File: config.mk
export PLATFORM = sky130hd
export DESIGN_NAME = fortran_dot_operator_rewriter_core
export DESIGN_NICKNAME = d
export VERILOG_FILES = /design/src/sv/fdor_pkg.sv /design/src/sv/fdor_ctrl.sv /design/src/sv/fdor_datapath.sv /design/src/sv/fortran_dot_operator_rewriter_core.sv
export SDC_FILE = /design/constraint.sdc
export NUM_CORES = 1
export LEC_CHECK = 0
export BUFFER_PORTS_ARGS = -buffer_cell sky130_fd_sc_hd__clkbuf_2
export CAP_MARGIN = 10
export CORE_MARGIN = 1
export CORE_UTILIZATION = 36
export CTS_CLUSTER_DIAMETER = 40
export DETAILED_ROUTE_END_ITERATION = 7
export GPL_ROUTABILITY_DRIVEN = 1
export GPL_TIMING_DRIVEN = 1
export PLACE_DENSITY = 0.55
export SETUP_SLACK_MARGIN = 0.1
export SLEW_MARGIN = 10
export SYNTH_ARGS = -nofsm -noshare
export SYNTH_HDL_FRONTEND = slang
export SYNTH_SLANG_ARGS = --single-unit
File: constraint.sdc
create_clock -name clk -period 7 [get_ports clk]
set_clock_uncertainty 0.2 [all_clocks]
set_input_delay 0 -clock clk [delete_from_list [all_inputs] [get_ports clk]]
set_output_delay 0 -clock clk [all_outputs]
set_load 0.01 [all_outputs]
File: src/sv/fdor_pkg.sv
// ----------------------------------------------------------------------------
// fdor_pkg
// Shared types, pattern tables and helpers for the dot-operator rewriter.
// ----------------------------------------------------------------------------
package fdor_pkg;

  localparam int DEF_WINDOW_DEPTH = 7;
  localparam int NUM_PAT          = 12;
  localparam int PAT_MAX_LEN      = 7;

  typedef logic [7:0] char_t;
  typedef logic [2:0] plen_t;
  typedef logic [3:0] col_t;

  localparam col_t  DEF_COLUMNS_SKIPPED = 4'd6;
  localparam char_t CH_NUL   = 8'h00;
  localparam char_t CH_SPACE = 8'h20;
  localparam char_t CH_QUOTE = 8'h27;

  // Number of result characters a head rewrite produces
  typedef enum logic [1:0] {
    RES_NONE,
    RES_ONE,
    RES_TWO
  } fdor_nres_t;

  // Controller states
  typedef enum logic [1:0] {
    S_IDLE,
    S_REWRITE,
    S_EMIT2,
    S_TERM
  } fdor_state_t;

  // Controller to datapath
  typedef struct packed {
    logic push;
    logic col_inc;
    logic consume;
    logic load_first;
    logic load_second;
    logic load_term;
  } fdor_cmd_t;

  // Datapath to controller
  typedef struct packed {
    logic       empty;
    logic       one_short;
    logic       col_lt_skip;
    logic       slot_free;
    logic       rest_empty;
    fdor_nres_t head_nres;
  } fdor_sts_t;

  // Pattern texts, lower case, padded with NUL
  localparam char_t PAT_TEXT [NUM_PAT][PAT_MAX_LEN] = '{
    '{".", "l", "t", ".", CH_NUL, CH_NUL, CH_NUL},
    '{".", "g", "t", ".", CH_NUL, CH_NUL, CH_NUL},
    '{".", "l", "e", ".", CH_NUL, CH_NUL, CH_NUL},
    '{".", "g", "e", ".", CH_NUL, CH_NUL, CH_NUL},
    '{".", "e", "q", ".", CH_NUL, CH_NUL, CH_NUL},
    '{".", "n", "e", ".", CH_NUL, CH_NUL, CH_NUL},
    '{".", "o", "r", ".", CH_NUL, CH_NUL, CH_NUL},
    '{".", "a", "n", "d", ".", CH_NUL, CH_NUL},
    '{".", "x", "o", "r", ".", CH_NUL, CH_NUL},
    '{".", "n", "o", "t", ".", CH_NUL, CH_NUL},
    '{".", "t", "r", "u", "e", ".", CH_NUL},
    '{".", "f", "a", "l", "s", "e", "."}
  };

  localparam plen_t PAT_LEN [NUM_PAT] = '{
    3'd4, 3'd4, 3'd4, 3'd4, 3'd4, 3'd4, 3'd4, 3'd5, 3'd5, 3'd5, 3'd6, 3'd7
  };

  localparam char_t PAT_SUB0 [NUM_PAT] = '{
    "<", ">", "<", ">", "=", "<", "|", "&", "^", "!", "-", "0"
  };

  localparam char_t PAT_SUB1 [NUM_PAT] = '{
    CH_NUL, CH_NUL, "=", "=", CH_NUL, ">", CH_NUL, CH_NUL, CH_NUL, CH_NUL, "1", CH_NUL
  };

  localparam fdor_nres_t PAT_NRES [NUM_PAT] = '{
    RES_ONE, RES_ONE, RES_TWO, RES_TWO, RES_ONE, RES_TWO,
    RES_ONE, RES_ONE, RES_ONE, RES_ONE, RES_TWO, RES_ONE
  };

  // ASCII upper case to lower case, everything else unchanged
  function automatic char_t fold(input char_t c);
    if (c >= "A" && c <= "Z") begin
      return c | 8'h20;
    end
    return c;
  endfunction

endpackage

File: src/sv/fdor_ctrl.sv
// ----------------------------------------------------------------------------
// fdor_ctrl
// Sequencer: takes transactions, steps head rewrites, the end-of-line drain
// and the terminator.
// ----------------------------------------------------------------------------
module fdor_ctrl (
  input  logic              clk,
  input  logic              rst_n,
  input  logic              in_valid,
  output logic              in_ready,
  input  logic              in_end_of_line,
  input  fdor_pkg::fdor_sts_t sts,
  output fdor_pkg::fdor_cmd_t cmd
);
  import fdor_pkg::*;

  fdor_state_t state_r, state_nxt;
  logic        flush_r, flush_nxt;

  always_ff @(posedge clk) begin
    if (!rst_n) begin
      state_r <= S_IDLE;
      flush_r <= 1'b0;
    end else begin
      state_r <= state_nxt;
      flush_r <= flush_nxt;
    end
  end

  always_comb begin
    state_nxt = state_r;
    flush_nxt = flush_r;
    cmd       = '0;
    in_ready  = 1'b0;
    unique case (state_r)
      S_IDLE: begin
        in_ready = 1'b1;
        if (in_valid) begin
          if (in_end_of_line) begin
            flush_nxt = 1'b1;
            state_nxt = sts.empty ? S_TERM : S_REWRITE;
          end else if (sts.col_lt_skip) begin
            cmd.col_inc = 1'b1;
          end else begin
            cmd.push = 1'b1;
            if (sts.one_short) begin
              state_nxt = S_REWRITE;
            end
          end
        end
      end
      S_REWRITE: begin
        unique case (sts.head_nres)
          RES_NONE: begin
            cmd.consume = 1'b1;
          end
          RES_ONE: begin
            if (sts.slot_free) begin
              cmd.load_first = 1'b1;
              cmd.consume    = 1'b1;
            end
          end
          RES_TWO: begin
            if (sts.slot_free) begin
              cmd.load_first = 1'b1;
              state_nxt      = S_EMIT2;
            end
          end
          default: begin
            cmd.consume = 1'b1;
          end
        endcase
      end
      S_EMIT2: begin
        if (sts.slot_free) begin
          cmd.load_second = 1'b1;
          cmd.consume     = 1'b1;
        end
      end
      S_TERM: begin
        if (sts.slot_free) begin
          cmd.load_term = 1'b1;
          flush_nxt     = 1'b0;
          state_nxt     = S_IDLE;
        end
      end
      default: begin
        state_nxt = S_IDLE;
      end
    endcase

    // after a head is consumed: keep draining, terminate, or go back for input
    if (cmd.consume) begin
      if (!flush_r) begin
        state_nxt = S_IDLE;
      end else if (sts.rest_empty) begin
        state_nxt = S_TERM;
      end else begin
        state_nxt = S_REWRITE;
      end
    end
  end

  // second symbol only follows a two-symbol match
  a_emit2_two: assert property (@(posedge clk) disable iff (!rst_n)
    (state_r == S_EMIT2) |-> (sts.head_nres == RES_TWO))
    else $error("second symbol state without a two-symbol match");

endmodule

File: src/sv/fdor_datapath.sv
// ----------------------------------------------------------------------------
// fdor_datapath
// Look-ahead window, pattern matcher, line state and output register.
// ----------------------------------------------------------------------------
module fdor_datapath #(
  parameter int WINDOW_DEPTH = fdor_pkg::DEF_WINDOW_DEPTH
) (
  input  logic                clk,
  input  logic                rst_n,
  input  logic                cfg_we,
  input  logic [3:0]          cfg_wdata,
  input  logic [7:0]          in_char,
  output logic                out_valid,
  input  logic                out_ready,
  output logic [7:0]          out_char,
  output logic                out_line_done,
  input  fdor_pkg::fdor_cmd_t cmd,
  output fdor_pkg::fdor_sts_t sts
);
  import fdor_pkg::*;

  localparam int FILL_W = $clog2(WINDOW_DEPTH + 1);
  localparam int IDX_W  = $clog2(WINDOW_DEPTH);

  char_t             win_r   [WINDOW_DEPTH];
  char_t             win_nxt [WINDOW_DEPTH];
  logic [FILL_W-1:0] fill_r, fill_nxt;
  col_t              col_r, col_nxt;
  col_t              skip_r, skip_nxt;
  logic              quote_r, quote_nxt;
  logic              ovld_r, ovld_nxt;
  char_t             ochar_r, ochar_nxt;
  logic              odone_r, odone_nxt;

  // head decode
  char_t      hd_c0, hd_c1;
  plen_t      hd_len;
  fdor_nres_t hd_nres;
  logic       hd_toggle;

  always_comb begin
    logic hit;
    logic ok;
    char_t c;
    hit       = 1'b0;
    c         = win_r[0];
    hd_c0     = c;
    hd_c1     = CH_NUL;
    hd_len    = 3'd1;
    hd_toggle = 1'b0;
    if ((c == CH_SPACE && quote_r) || c == CH_QUOTE || c > CH_SPACE) begin
      hd_nres = RES_ONE;
    end else begin
      hd_nres = RES_NONE;
    end
    // patterns tried in table order, first hit wins
    for (int p = 0; p < NUM_PAT; p++) begin
      ok = (FILL_W'(PAT_LEN[p]) <= fill_r);
      for (int j = 0; j < PAT_MAX_LEN; j++) begin
        if (j < int'(PAT_LEN[p]) && fold(win_r[j]) != PAT_TEXT[p][j]) begin
          ok = 1'b0;
        end
      end
      if (!hit && ok) begin
        hit     = 1'b1;
        hd_c0   = PAT_SUB0[p];
        hd_c1   = PAT_SUB1[p];
        hd_len  = PAT_LEN[p];
        hd_nres = PAT_NRES[p];
      end
    end
    if (!hit && c == CH_QUOTE) begin
      hd_toggle = 1'b1;
    end
  end

  // status to the controller
  always_comb begin
    sts.empty       = (fill_r == '0);
    sts.one_short   = (fill_r == FILL_W'(WINDOW_DEPTH - 1));
    sts.col_lt_skip = (col_r < skip_r);
    sts.slot_free   = !ovld_r || out_ready;
    sts.rest_empty  = (fill_r == FILL_W'(hd_len));
    sts.head_nres   = hd_nres;
  end

  // window: append at fill, shift out a consumed head
  always_comb begin
    win_nxt = win_r;
    if (cmd.push) begin
      win_nxt[fill_r[IDX_W-1:0]] = in_char;
    end
    if (cmd.consume) begin
      for (int i = 0; i < WINDOW_DEPTH; i++) begin
        for (int n = 1; n <= PAT_MAX_LEN; n++) begin
          if (hd_len == plen_t'(n) && i + n < WINDOW_DEPTH) begin
            win_nxt[i] = win_r[i + n];
          end
        end
      end
    end
  end

  // line state, config and output register
  always_comb begin
    fill_nxt  = fill_r;
    col_nxt   = col_r;
    quote_nxt = quote_r;
    skip_nxt  = cfg_we ? cfg_wdata : skip_r;
    ovld_nxt  = out_ready ? 1'b0 : ovld_r;
    ochar_nxt = ochar_r;
    odone_nxt = odone_r;
    if (cmd.push) begin
      fill_nxt = fill_r + 1'b1;
    end
    if (cmd.col_inc) begin
      col_nxt = col_r + 1'b1;
    end
    if (cmd.consume) begin
      fill_nxt = fill_r - FILL_W'(hd_len);
      if (hd_toggle) begin
        quote_nxt = ~quote_r;
      end
    end
    if (cmd.load_first) begin
      ovld_nxt  = 1'b1;
      ochar_nxt = hd_c0;
      odone_nxt = 1'b0;
    end
    if (cmd.load_second) begin
      ovld_nxt  = 1'b1;
      ochar_nxt = hd_c1;
      odone_nxt = 1'b0;
    end
    if (cmd.load_term) begin
      ovld_nxt  = 1'b1;
      ochar_nxt = CH_NUL;
      odone_nxt = 1'b1;
      fill_nxt  = '0;
      col_nxt   = '0;
      quote_nxt = 1'b0;
    end
  end

  always_ff @(posedge clk) begin
    if (!rst_n) begin
      fill_r  <= '0;
      col_r   <= '0;
      skip_r  <= DEF_COLUMNS_SKIPPED;
      quote_r <= 1'b0;
      ovld_r  <= 1'b0;
    end else begin
      fill_r  <= fill_nxt;
      col_r   <= col_nxt;
      skip_r  <= skip_nxt;
      quote_r <= quote_nxt;
      ovld_r  <= ovld_nxt;
    end
  end

  always_ff @(posedge clk) begin
    win_r   <= win_nxt;
    ochar_r <= ochar_nxt;
    odone_r <= odone_nxt;
  end

  assign out_valid     = ovld_r;
  assign out_char      = ochar_r;
  assign out_line_done = odone_r;

  a_fill_bound: assert property (@(posedge clk) disable iff (!rst_n)
    fill_r <= FILL_W'(WINDOW_DEPTH))
    else $error("window fill beyond depth");

  a_load_slot: assert property (@(posedge clk) disable iff (!rst_n)
    (cmd.load_first || cmd.load_second || cmd.load_term) |-> sts.slot_free)
    else $error("output register overwritten before taken");

  a_consume_fill: assert property (@(posedge clk) disable iff (!rst_n)
    cmd.consume |-> (FILL_W'(hd_len) <= fill_r))
    else $error("consume larger than window fill");

  a_term_clear: assert property (@(posedge clk) disable iff (!rst_n)
    cmd.load_term |=> (fill_r == '0 && !quote_r && col_r == '0))
    else $error("line state not cleared after terminator");

endmodule

File: src/sv/fortran_dot_operator_rewriter_core.sv
// A character is taken in S_IDLE; a result is registered and shown from
//   the cycle after the head rewrite that made it.
// Throughput: one character per cycle in S_IDLE; a push that fills the window
//   is followed by a head rewrite (plus S_EMIT2 when it gives two symbols).
//   End of line: taken in S_IDLE, then a head rewrite per head, then S_TERM.
// out_ready low stalls these steps. Reset: rst_n synchronous, active low; skip = 6.
// ----------------------------------------------------------------------------
// fortran_dot_operator_rewriter_core
// Top level: rewrites dot operators of a source line into short symbols.
// ----------------------------------------------------------------------------
module fortran_dot_operator_rewriter_core #(
  parameter int WINDOW_DEPTH = fdor_pkg::DEF_WINDOW_DEPTH
) (
  input  logic       clk,
  input  logic       rst_n,
  input  logic       cfg_we,
  input  logic [3:0] cfg_wdata,
  input  logic       in_valid,
  output logic       in_ready,
  input  logic [7:0] in_char,
  input  logic       in_end_of_line,
  output logic       out_valid,
  input  logic       out_ready,
  output logic [7:0] out_char,
  output logic       out_line_done
);
  import fdor_pkg::*;

  fdor_cmd_t cmd;
  fdor_sts_t sts;

  fdor_ctrl u_ctrl (
    .clk            (clk),
    .rst_n          (rst_n),
    .in_valid       (in_valid),
    .in_ready       (in_ready),
    .in_end_of_line (in_end_of_line),
    .sts            (sts),
    .cmd            (cmd)
  );

  fdor_datapath #(
    .WINDOW_DEPTH (WINDOW_DEPTH)
  ) u_datapath (
    .clk           (clk),
    .rst_n         (rst_n),
    .cfg_we        (cfg_we),
    .cfg_wdata     (cfg_wdata),
    .in_char       (in_char),
    .out_valid     (out_valid),
    .out_ready     (out_ready),
    .out_char      (out_char),
    .out_line_done (out_line_done),
    .cmd           (cmd),
    .sts           (sts)
  );

endmodule

; After elaboration in Yosys (flattened, before gate mapping)
; Cells that the tools add are included.
[classes]
addsub = 3
n_lt_le_gt_ge = 22
eq_ne = 53
muxes = 193
n_bitwise = 3
n_reduce_logical = 48
[ops]
columns = op, n
row1 = 8-bit 2-to-1 mux, 59
row2 = "8-bit by 7-bit != test with 1-bit output, second input constant", 24
row3 = 1-bit 2-to-1 mux, 83
row4 = 56-bit bitwise mux, 1
row5 = "8-bit by 7-bit greater-or-equal comparator with 1-bit output, second input constant", 7
row6 = "8-bit by 7-bit <= comparator with 1-bit output, second input constant", 7
row7 = 56-bit 2-to-1 mux, 1
row8 = 2-bit 2-to-1 mux, 27
row9 = 48-bit 2-to-1 mux, 1
row10 = 3-bit 2-to-1 mux, 14
row11 = "8-bit by 6-bit != test with 1-bit output, second input constant", 5
row12 = 8-bit demux with 3-bit select, 1
row13 = 1-bit logical AND, 21
row14 = "8-bit by 6-bit == test with 1-bit output, second input constant", 2
row15 = 1-bit logical NOT, 13
row16 = "3-bit == test, second input constant", 4
row17 = "3-bit <= comparator, first input constant", 4
row18 = "3-bit != test, second input constant", 4
row19 = "8-bit by 6-bit greater-than comparator with 1-bit output, second input constant", 1
row20 = "4-bit != test, second input constant", 2
row21 = 1-bit one-hot mux with 2 select lines, 4
row22 = 4-bit nonzero test, 2
row23 = 7-bit AND reduction, 1
row24 = "2-bit == test, second input constant", 3
row25 = 22 further kinds, 31
[word_totals]
register_bits = 81
input_bits = 18
output_inout_bits = 11
wordCells = 338

; Logic depth before layout (Yosys ltp)
; Gate-level depths: netlist of the first run.
[depth]
depth_word = 51
mapped_depth = 19
mapped_depth_nobuf = 17

; Hierarchy
; From an unflattened synthesis of the first run, not the netlist that was laid out.
[hier_totals]
cells_unflattened = 671
area_unflattened_um2 = 5591.6
[by_module_without_submodules]
columns = mod, instances, cells_per_inst, area_per_inst_um2
row1 = fdor_datapath, 1, 623, 5235.0
row2 = fdor_ctrl, 1, 48, 356.6

; Worst setup path after synthesis of the first run
; OpenSTA, ideal clock, no wires.
[synth_path]
path_type = register to register
from = reg u_datapath.win_r[54] in the netlist's numbering
to = reg u_datapath.win_r[48] in the netlist's numbering
setup_time_ps = 87
arrival_time_ps = 3330
required_ps = 6713
slack_ps = 3383
stages_incl_launch_ff = 18
path_buffers = 2
synth_period_minus_slack_ps = 3617
cell_sequence = dfxtp_1 nor4b_4 o2111ai_4 nor4_2 nand3_2 o21ai_0 inv_1 nand2_1 inv_1 ha_1 nor2_1 a21oi_1 o21ai_0 and2_1 buf_2 buf_1 o21ai_0 o31ai_1
[synth_rtl]
columns = item, line_no
row1 = "start, declared", fdor_datapath.sv:25  ; char_t win_r [WINDOW_DEPTH];
row2 = "start signal, assigned", fdor_datapath.sv:162  ; win_r <= win_nxt;

==> results.py, run 1 <==
metrics = {
    "drt": {
        "dr.pass1.iters": 5,
        "ant_nets": 0,
        "vias_per_cell": 6.18,
        "wl_um": 20000,
        "vias": 5388,
        "drt_iter0_drc": 640,
        "wl_per_cell_um": 22.9,
        "drc_errors": 0,
    },
    "place": {
        "hpwl_um": 14600,
        "place_congestion": 1.00,
        "dp.cells": 833,
        "io_buffers": 28,
    },
    "finish": {
        "antenna_cells": 0,
        "final_common_cell": "dfxtp_1",
        "final_util": 0.423,
        "nNetsFinal": 718,
        "syn2layout_area_growth_pct": 15.1,
        "layout_common_cells": "dfxtp_1, nand2_1, o21ai_0",
        "drive_above_1_share": 0.113,
        "layout.cells.non_filler": 872,
    },
    "grt": {
        "grt_usage": 0.272,
        "grt_pass1_wl_um": 30000,
        "grt_pass1_vias": 4924,
        "antenna_found_initial": 0,
        "grt_max_degree": 53,
        "grt_overflow": 0,
    },
    "synth": {
        "synth.avg_cell_area_um2": 8.31,
        "syn_area_um2": 5330,
        "synth-seq-area-share": 0.320,
        "ys.flop_type": "dfxtp_1",
        "synthCells": 641,
        "postSynth.asyncResetShare": 0,
        "syn_nets": 676,
        "yosysWarnings": 0,
        "yosysUniqueCellTypes": 83,
        "ys_ff_latch": 81,
        "synth_edf_count": 8,
    },
    "power_and_ir_drop": {
        "p_comb_frac": 0.379,
        "power.share.switching": 0.445,
        "p_leak_nw": 2.19,
        "power.internal_mw": 1.26,
        "ir_worst_vdd_mv": 0.197,
        "p_sw_mw": 1.01,
        "power_mw": 2.28,
        "p_seq_frac": 0.419,
        "clockPowerShare": 0.202,
        "power_density_nw_per_um2": 372,
    },
    "floorplanning": {
        "die_h_um": 124,
        "io_pins": 29,
        "row_count": 44,
        "start_util": 0.368,
        "die-area_um2": 15300,
        "fp.coreArea_um2": 14500,
        "die_w_um": 124,
    },
    "sta": {
        "min_period_ns": 4.69,
        "setup_viol": 0,
        "hold_viol": 0,
        "slew_viol_final": 0,
        "max_freq_mhz": 213,
        "fin_crit_sh": 0.671,
        "worst_pin_slew_ns": 0.906,
        "slew_headroom": 0.396,
        "holdWs_ns": 0.0180,
        "fin_setup_tns_ns": 0,
        "rsz0062_at_grt": "false",
    },
    "critical_path": {
        "cp_slowest_stage_delay_ns": 0.76,
        "slowest_stage": "dfxtp_1",
        "regToRegSetupSlack_ns": 2.31,
        "start_kind": "register",
        "cp.arrival_ns": 4.78,
        "required_ns": 7.09,
        "crit_fanout": 52,
        "end_kind": "register",
        "crit_chain": "and4bb_2, o2111ai_4, nor4_2, nand3_2, o21ai_0, inv_1, nand2_1, inv_1, ha_1, nor2_1, a21oi_1, o21ai_0, nand2_1, buf_4, nor2_2, buf_4, a22oi_1, o21ai_0",
        "worst-setup-path-type": "register to register",
        "crit_top_cell": "o21ai_0",
    },
    "clock_tree": {
        "clk-insertion-delay-late_ns": 0.35,
        "clk_path_buf_depth": 2,
        "htree_levels": 3,
        "path_clk_slew_ns": 0.07,
        "cts_made_buffers": 9,
        "clockRootBuffer": "clkbuf_16",
        "cts_tree": "yes",
        "cts.sinks": 81,
        "postCtsSetupBuffers": 0,
    },
    "min_path": {
        "hold_class": "input port to register",
    },
    "run": {
        "drv_cap": 0,
    },
    "status": {
        "status": "finished clean",
    },
}
==> registers in the layout, summed over array words and instances, names as in the netlist, named ones only <==
signal,flops
u_ctrl.flush_r,1
u_ctrl.state_r,2
u_datapath.quote_r,1
u_datapath.skip_r,4
u_datapath.out_valid,1
u_datapath.out_char,8
u_datapath.out_line_done,1
u_datapath.fill_r,3
u_datapath.col_r,4
u_datapath.win_r,48
==> what timing repair did <==
item | CTS | global route
hold buffers | 23 | 0
endpoints found under the hold margin | 64 | 0
gates resized for setup | 0 | 0
==> synth_stat cells (3+ instances only) <==
| cell | count | area [um^2] |
|---|---|---|
| o31ai_1 | 5 | 37.5 |
| a21o_1 | 5 | 37.5 |
| nand3b_1 | 5 | 37.5 |
| a21oi_1 | 29 | 145 |
| nand3_1 | 32 | 160 |
| a211oi_1 | 3 | 22.5 |
| o22ai_1 | 4 | 25.0 |
| a22oi_1 | 12 | 90.1 |
| nor3b_1 | 6 | 45.0 |
| mux2_2 | 3 | 33.8 |
| nor4_1 | 8 | 50.1 |
| inv_1 | 16 | 60.1 |
| a32o_1 | 3 | 30.0 |
| buf_6 | 3 | 33.8 |
| nor4bb_1 | 4 | 40.0 |
| or4_1 | 6 | 45.0 |
| buf_2 | 8 | 40.0 |
| and2_1 | 6 | 37.5 |
| nor2_1 | 41 | 154 |
| o211ai_1 | 9 | 67.6 |
| o22a_1 | 3 | 26.3 |
| and3_1 | 8 | 50.1 |
| a221oi_1 | 3 | 26.3 |
| a31oi_1 | 8 | 50.1 |
| or3_1 | 6 | 37.5 |
| and4b_1 | 5 | 50.1 |
| dfxtp_1 | 73 | 1460 |
| nor4b_1 | 5 | 43.8 |
| nand4_1 | 13 | 81.3 |
| edfxtp_1 | 8 | 240 |
| nor2b_1 | 6 | 37.5 |
| o21ai_0 | 59 | 295 |
| nor4_2 | 3 | 37.5 |
| clkbuf_1 | 13 | 48.8 |
| nand2b_1 | 19 | 119 |
| xnor2_1 | 5 | 43.8 |
| nor3_1 | 15 | 75.1 |
| ha_1 | 16 | 200 |
| nand2_1 | 68 | 255 |
| mux2i_1 | 43 | 430 |
==> layout make-up <==
cell class              instances  area [um^2]
clock buffers                   9          225
clock inverters                 7         53.8
fillers                      1480         8350
inverters                      17         63.8
multi-input cells             515         3430
flip-flops and latches         81         1700
well taps                     184          230
repair buffers                 59          430
==> per-stage QoR <==
step	instance area (um^2)	worst slack (ns)
finish	6130	2.31
global route	6130	1.99
global placement	5620	2.47
detailed placement	5620	2.40
CTS	6130	2.37
floorplan	5330	3.38
==> critical path: cells and delay by family, from the launching register on <==
kind / cells / cell delay (ns)
AND/OR/NAND/NOR: 7 / 1.62
AO/OA/AOI/OAI: 6 / 0.98
buffers and inverters: 4 / 0.84
flip-flops: 1 / 0.76
adder cells (fa/ha/maj): 1 / 0.20
==> power by group through the flow <==
stage / Clock (mW) / Combinational [mW] / Sequential [mW]
after floorplan: 0 / 0.706 / 0.779
after detailed placement: 0 / 0.837 / 0.944
after CTS: 0.466 / 0.855 / 0.935
final: 0.460 / 0.865 / 0.955
after global placement: 0 / 0.833 / 0.943
after global routing: 0.483 / 0.967 / 0.967
==> kinds of logic (layout without fill, tap and decap cells) <==
group                      Yosys count  count (layout)  share of synthesized area
AOI/OAI and AO/OA                  172             172                      0.215
xor gates and xnor gates             7               7                     0.0115
adders and majority gates           17              17                     0.0414
buffers and inverters               45              92                     0.0383
DFF                                 81              81                      0.320
muxes                               46              46                     0.0872
and+or+nand+nor                    273             273                      0.287
==> worst paths after layout <==
check | startpoint | to | cells past startpoint
worst max-delay path | u_datapath.fill_r[2] | u_datapath.win_r[38] | 18
worst min-delay path | in_end_of_line | u_ctrl.state_r[1] | 5
worst max register to register | u_datapath.fill_r[2] | u_datapath.win_r[38] | 18
worst min register to register | u_datapath.out_line_done | u_datapath.out_line_done | 2
==> layer usage <==
| layer | vias up | wire length [um] | global-route usage |
|---|---|---|---|
| li1 | 2506 | - | - |
| met1 | 2612 | 9150 | 0.369 |
| met2 | 228 | 8920 | 0.432 |
| met3 | 42 | 1290 | 0.0430 |
| met4 | 0 | 588 | 0.0986 |
| met5 | - | 0 | 0 |
No activity file was read; power rests on OpenSTA's default activity.
==> inputs of run 2 (changes only) <==
ABC_AREA = 1   (was unset)
clock period = 4.7 ns   (was 7 ns; I/O delays follow)
==> run 2 against run 1 <==
Compared with the run above: synthesized area rose by 11%; power is 78% higher; setup slack worse by 1.8 ns; via count grew 17%; combinational power grew 130%; final area rose by 12%; first-iteration DRC count increased by 20%; core utilization rose by 0.59 points; critical path depth up 2; clock-buffer cell count increased by 3; non-clock buffer count grew 5; critical endpoint is now u_datapath.out_valid; largest cell class unchanged; highest routed layer unchanged.
==> results.py, run 2 <==
metrics = {
    "clock_tree": {
        "path_clk_slew_ns": 0.07,
        "clk-insertion-delay-late_ns": 0.35,
        "htree_levels": 3,
        "clockRootBuffer": "clkbuf_16",
        "cts_made_buffers": 9,
        "cts.sinks": 81,
        "clk_path_buf_depth": 2,
        "cts_tree": "yes",
    },
    "synth": {
        "synthCells": 886,
        "synth_common_cells": "nand2_1, inv_1, o21ai_0, nor2_1, dfxtp_1",
        "yosysUniqueCellTypes": 55,
        "synth_edf_count": 8,
        "yosysTopAreaCell": "dfxtp_1",
        "ys.flop_type": "dfxtp_1",
        "yosys-top-cells-area": "dfxtp_1, nand2_1, inv_1, o21ai_0, nor2_1",
        "ys_ff_latch": 81,
        "yosysWarnings": 0,
        "postSynth.asyncResetShare": 0,
        "syn_nets": 921,
        "synth.most_common_cell": "nand2_1",
        "synth_top_area_frac": 0.247,
        "syn_area_um2": 5910,
        "synth-seq-area-share": 0.288,
        "synth.avg_cell_area_um2": 6.67,
    },
    "critical_path": {
        "crit_top_cell": "inv_1",
        "timing.rr.end": "u_datapath.out_valid",
        "required_ns": 4.75,
        "slowest_stage": "dlygate4sd3_1",
        "start_kind": "register",
        "cp.arrival_ns": 4.22,
        "crit_fanout": 8,
        "r2r-start": "u_datapath.fill_r[1]",
        "cp_slowest_stage_delay_ns": 0.57,
        "reg2reg_depth": 20,
        "end_kind": "register",
        "worst-setup-path-type": "register to register",
        "regToRegSetupSlack_ns": 0.52,
        "crit_chain": "inv_1, ha_1, nor2_2, nor2_4, nand3_1, nor2_1, o21ai_0, nand2_1, nor2_1, inv_1, nor2_1, inv_1, ha_1, nor3_1, buf_4, nor2_2, inv_1, o31ai_1, dlygate4sd3_1, inv_1",
    },
    "floorplanning": {
        "start_util": 0.371,
        "die_w_um": 130,
        "die-area_um2": 16900,
        "die_h_um": 130,
        "io_pins": 29,
        "fp.coreArea_um2": 15900,
        "row_count": 46,
    },
    "sta": {
        "fin_crit_sh": 0.889,
        "max_freq_mhz": 239,
        "setup_slack_ns": 0.522,
        "min_period_ns": 4.18,
        "worst_pin_slew_ns": 0.987,
        "hold_viol": 0,
        "setup_viol": 0,
        "rsz0062_at_grt": "false",
        "slew_headroom": 0.340,
        "fin_setup_tns_ns": 0,
        "slew_viol_final": 0,
    },
    "grt": {
        "grt_max_degree": 49,
        "antenna_found_initial": 0,
        "grt_overflow": 0,
        "grt_pass1_vias": 5713,
        "grt_pass1_wl_um": 32100,
        "grt_usage": 0.252,
    },
    "finish": {
        "regArea_um2": 1700,
        "nNetsFinal": 973,
        "multi_input_area_um2": 3540,
        "antenna_cells": 0,
        "largest_reg_flops": 48,
        "nFillCells": 1707,
        "layout_common_cells": "nand2_1, inv_1, o21ai_0",
        "syn2layout_area_growth_pct": 15.8,
        "largest-register": "u_datapath.win_r",
        "drive_above_1_share": 0.128,
        "final_common_cell": "nand2_1",
    },
    "drt": {
        "wl_um": 20500,
        "vias": 6300,
        "ant_nets": 0,
        "drt_iter0_drc": 767,
        "wl_per_cell_um": 17.7,
        "vias_per_cell": 5.44,
        "dr.pass1.iters": 5,
        "drc_errors": 0,
    },
    "power_and_ir_drop": {
        "ir_worst_vdd_mv": 0.259,
        "p_leak_nw": 3.09,
        "power_density_nw_per_um2": 594,
    },
    "place": {
        "place_worst_setup_slack_ns": 0.587,
        "hpwl_um": 15600,
        "io_buffers": 28,
        "place_congestion": 0.958,
    },
    "status": {
        "status": "finished clean",
    },
    "min_path": {
        "min_from": "in_char[7]",
        "whs_path_depth": 2,
        "hold_class": "input port to register",
    },
    "run": {
        "drv_cap": 0,
    },
}
==> run 2: cell count changes after synthesis, moves of 10 or more <==
cell / change
inv_1: +114
nand2_1: +105
mux2i_1: -43
nor2_1: +39
o21ai_0: +35
o21ai_1: +25
nand2b_1: -19
a21oi_1: +14
o211ai_2: +14
nand3_1: +11
nand4_1: +11
nand3_2: +10
==> run 2: cell families (layout without fill, tap and decap cells) <==
family,Yosys count,count (layout),synth area share
compound gates,222,222,0.228
xor+xnor,1,1,0.00148
fa+ha+maj,17,17,0.0373
buf+inv,165,222,0.115
flops,81,81,0.288
simple gates,400,400,0.331
==> run 2: what timing repair did <==
item                                   CTS  global route
resized for setup                        0             2
setup buffers                            0             0
hold buffers                            26             0
setup endpoints to repair                0             3
endpoints found under the hold margin   54             0
==> run 2: metal layers <==
layer | share of wire | GRT usage
met2 | 0.42 | 0.373
met3 | 0.079 | 0.0472
met1 | 0.47 | 0.358
met5 | 0 | 0
met4 | 0.033 | 0.0958
==> run 2: worst max path at each step <==
stage | startpoint | to | slack [ns]
after floorplan | u_datapath.fill_r[1] | u_ctrl.state_r[1] | 1.38
after global placement | u_datapath.fill_r[2] | u_ctrl.state_r[1] | 0.79
after detailed placement | u_datapath.fill_r[2] | u_ctrl.state_r[1] | 0.59
after CTS | u_datapath.fill_r[2] | u_datapath.out_valid | 0.25
after global routing | u_datapath.fill_r[1] | u_ctrl.state_r[1] | 0.15
final | u_datapath.fill_r[1] | u_datapath.out_valid | 0.52
==> run 2: area by class of cell <==
cell class                      count  share of cell area
Multi-Input combinational cell    640               0.517
Sequential cell                    81               0.249
Inverter                          142              0.0782
Timing Repair Buffer               64              0.0695
Tap cell                          216              0.0395
Clock buffer                       12              0.0360
Clock inverter                      4              0.0108
==> run 2: power breakdown <==
part | internal, mW | total [mW] | leakage [nW] | switching [mW]
Combinational | 0.710 | 2.00 | 2.26 | 1.29
Clock | 0.482 | 0.787 | 0.157 | 0.305
Sequential | 0.982 | 1.28 | 0.681 | 0.296
==> run 2: metrics by stage <==
stage	total power [mW]	hold slack [ns]	utilization	cells	instance area, um^2
floorplan	2.68	-0.101	-	886	5910
global placement	3.23	0.0336	0.393	1117	6260
detailed placement	3.22	0.0320	0.393	1117	6260
CTS	4.04	0.216	0.429	1159	6840
global route	4.39	0.248	0.429	1159	6850
finish	4.06	0.214	0.429	1159	6850
==> run 2: worst max-delay path: cells and delay by family, from the launching register on <==
| family | cells | cell delay, ns |
|---|---|---|
| flops | 1 | 0.49 |
| compound gates | 2 | 0.52 |
| buf+inv | 7 | 1.22 |
| fa+ha+maj | 2 | 0.53 |
| simple gates | 9 | 1.11 |
==> inputs of run 3 (changes only) <==
CORE_ASPECT_RATIO = 1.75   (was unset)
REMOVE_ABC_BUFFERS = 1   (was unset)
==> run 3 against run 2 <==
Compared with the run above: the run now ends with negative hold slack left; largest power group unchanged; critical path type unchanged; non-clock buffer count rose by 1; critical path depth is the same; first-iteration DRC count down 33%; fmax is 2.1% higher; sequential share of layout area is 0.14 points higher; setup slack better by 0.088 ns; power is 0.25% higher; worst hold slack worse by 0.21 ns; clock power fell by 3.8%; core utilization decreased by 0.27 points; via count grew 1.5%.
==> results.py, run 3 (synthesis gave the netlist of run 2 again) <==
metrics = {
    "clock_tree": {
        "clk_path_buf_depth": 2,
        "cts_tree": "yes",
        "path_clk_slew_ns": 0.07,
        "clk-insertion-delay-late_ns": 0.35,
        "clockRootBuffer": "clkbuf_16",
        "postCtsSetupBuffers": 0,
        "htree_levels": 3,
        "cts.sinks": 81,
        "cts_made_buffers": 9,
    },
    "drt": {
        "vias": 6395,
        "vias_per_cell": 5.64,
        "wl_per_cell_um": 19.9,
        "drt_iter0_drc": 511,
        "dr.pass1.iters": 7,
        "drc_errors": 0,
        "wl_um": 22600,
        "ant_nets": 0,
    },
    "sta": {
        "fin_crit_sh": 0.870,
        "slew_viol_final": 0,
        "hold_viol": 1,
        "min_period_ns": 4.09,
        "holdWs_ns": -0.0000898,
        "max_freq_mhz": 244,
        "worst_pin_slew_ns": 0.830,
        "rsz0062_at_grt": "false",
        "fin_setup_tns_ns": 0,
        "slew_headroom": 0.445,
        "setup_viol": 0,
    },
    "place": {
        "place_congestion": 1.03,
        "io_buffers": 28,
        "hpwl_um": 17800,
    },
    "critical_path": {
        "cp.arrival_ns": 4.13,
        "reg2reg_depth": 20,
        "start_kind": "register",
        "timing.rr.end": "u_datapath.out_valid",
        "crit_fanout": 8,
        "regToRegSetupSlack_ns": 0.61,
        "worst-setup-path-type": "register to register",
        "end_kind": "register",
        "required_ns": 4.74,
        "r2r-start": "u_datapath.fill_r[0]",
    },
    "finish": {
        "syn2layout_area_growth_pct": 15.2,
        "largest-register": "u_datapath.win_r",
        "nFillCells": 1691,
        "largest_reg_flops": 48,
        "antenna_cells": 0,
        "final_common_cell": "nand2_1",
        "layout_common_cells": "nand2_1, inv_1, o21ai_0",
        "drive_above_1_share": 0.132,
        "nNetsFinal": 974,
    },
    "floorplanning": {
        "die-area_um2": 17000,
        "row_count": 61,
        "die_h_um": 172,
        "io_pins": 29,
        "start_util": 0.371,
        "die_w_um": 98.9,
        "fp.coreArea_um2": 16000,
    },
    "grt": {
        "grt_overflow": 0,
        "grt_use_met2": 0.518,
        "antenna_found_initial": 0,
        "grt_pass1_vias": 6465,
        "grt_max_degree": 49,
        "grt_pass1_wl_um": 34600,
        "grt-busiest-layer": "met2",
        "grt_usage": 0.274,
        "met1_usage": 0.246,
        "grt_use_met3": 0.0492,
    },
    "power_and_ir_drop": {
        "p_leak_nw": 3.09,
        "power_density_nw_per_um2": 599,
        "ir_worst_vdd_mv": 0.232,
    },
    "status": {
        "violations": "negative hold slack",
        "status": "finished, violations left",
    },
    "min_path": {
        "min_from": "out_ready",
        "whs_path_depth": 5,
        "holdPathEnd": "u_ctrl.state_r[0]",
        "hold_class": "input port to register",
    },
    "run": {
        "drv_cap": 0,
    },
}
## run 3: changes by cell type in the layout (fill, tap and decap cells not counted), sizes merged
cell	delta
buf	+2
clkbuf	-2
clkinvlp	+2
inv	+2
bufinv	-1
clkinv	-1
dlygate4sd3	-1
## run 3: area by class of cell
cell class	instances	area (um^2)	area share
inverter	142	536	0.0787
multi-input combinational	640	3540	0.520
clock buffer	10	239	0.0351
sequential	81	1700	0.250
tap	189	236	0.0347
timing repair buffer	65	480	0.0706
clock inverter	6	71.3	0.0105
## run 3: worst max-delay path by stage
stage / startpoint / end / slack [ns] / cells after the start
floorplan: u_datapath.win_r[42] / u_ctrl.state_r[1] / 0.03 / 21
global placement: u_datapath.fill_r[1] / u_datapath.win_r[14] / 0.58 / 21
detailed placement: u_datapath.fill_r[1] / u_datapath.win_r[14] / 0.58 / 21
CTS: u_datapath.fill_r[1] / u_datapath.out_valid / 0.31 / 20
global route: u_datapath.fill_r[0] / u_datapath.out_valid / 0.18 / 20
finish: u_datapath.fill_r[0] / u_datapath.out_valid / 0.61 / 20
## run 3: layer usage
layer  up-vias  routed length [um]
met5         -                   0
met1      2880                7680
li1       3109                   -
met2       281               11800
met3       125                1110
met4         0                1950
## run 3: power by group
| part | internal (mW) | leakage [nW] | switching [mW] |
|---|---|---|---|
| logic | 0.707 | 2.26 | 1.33 |
| clock network | 0.433 | 0.146 | 0.325 |
| registers | 0.982 | 0.681 | 0.303 |
| total | 2.12 | 3.09 | 1.95 |
## run 3: metrics by stage
step           std cells  utilization  cell area [um^2]  worst slack [ns]  total power, mW
2_1_floorplan        863            -              5770            0.0275             2.61
3_3_place_gp        1092        0.391              6240             0.580             3.25
3_5_place_dp        1092        0.391              6240             0.579             3.26
4_1_cts             1133        0.426              6800             0.312             4.05
5_1_grt             1133        0.427              6810             0.184             4.37
6_report            1133        0.427              6810             0.610             4.07
## run 3: worst max-delay path: stages, from the launching register on
cell and delay, ns:
dfxtp_1 0.40, inv_1 0.15, ha_1 0.30, nor2_2 0.17, nor2_4 0.09, nand3_1 0.07
nor2_1 0.06, o21ai_0 0.22, nand2_1 0.18, nor2_1 0.17, inv_1 0.09, nor2_1 0.14
inv_1 0.06, ha_1 0.27, nor3_1 0.05, buf_4 0.17, nor2_2 0.23, inv_1 0.16
o31ai_1 0.19, dlygate4sd3_1 0.57, inv_1 0.03
## run 3: what timing repair did
item / in CTS / in global routing
hold endpoints to repair: 61 / 0
hold buffers: 25 / 0
gates resized for setup: 0 / 2
endpoints found under the setup margin: 0 / 1
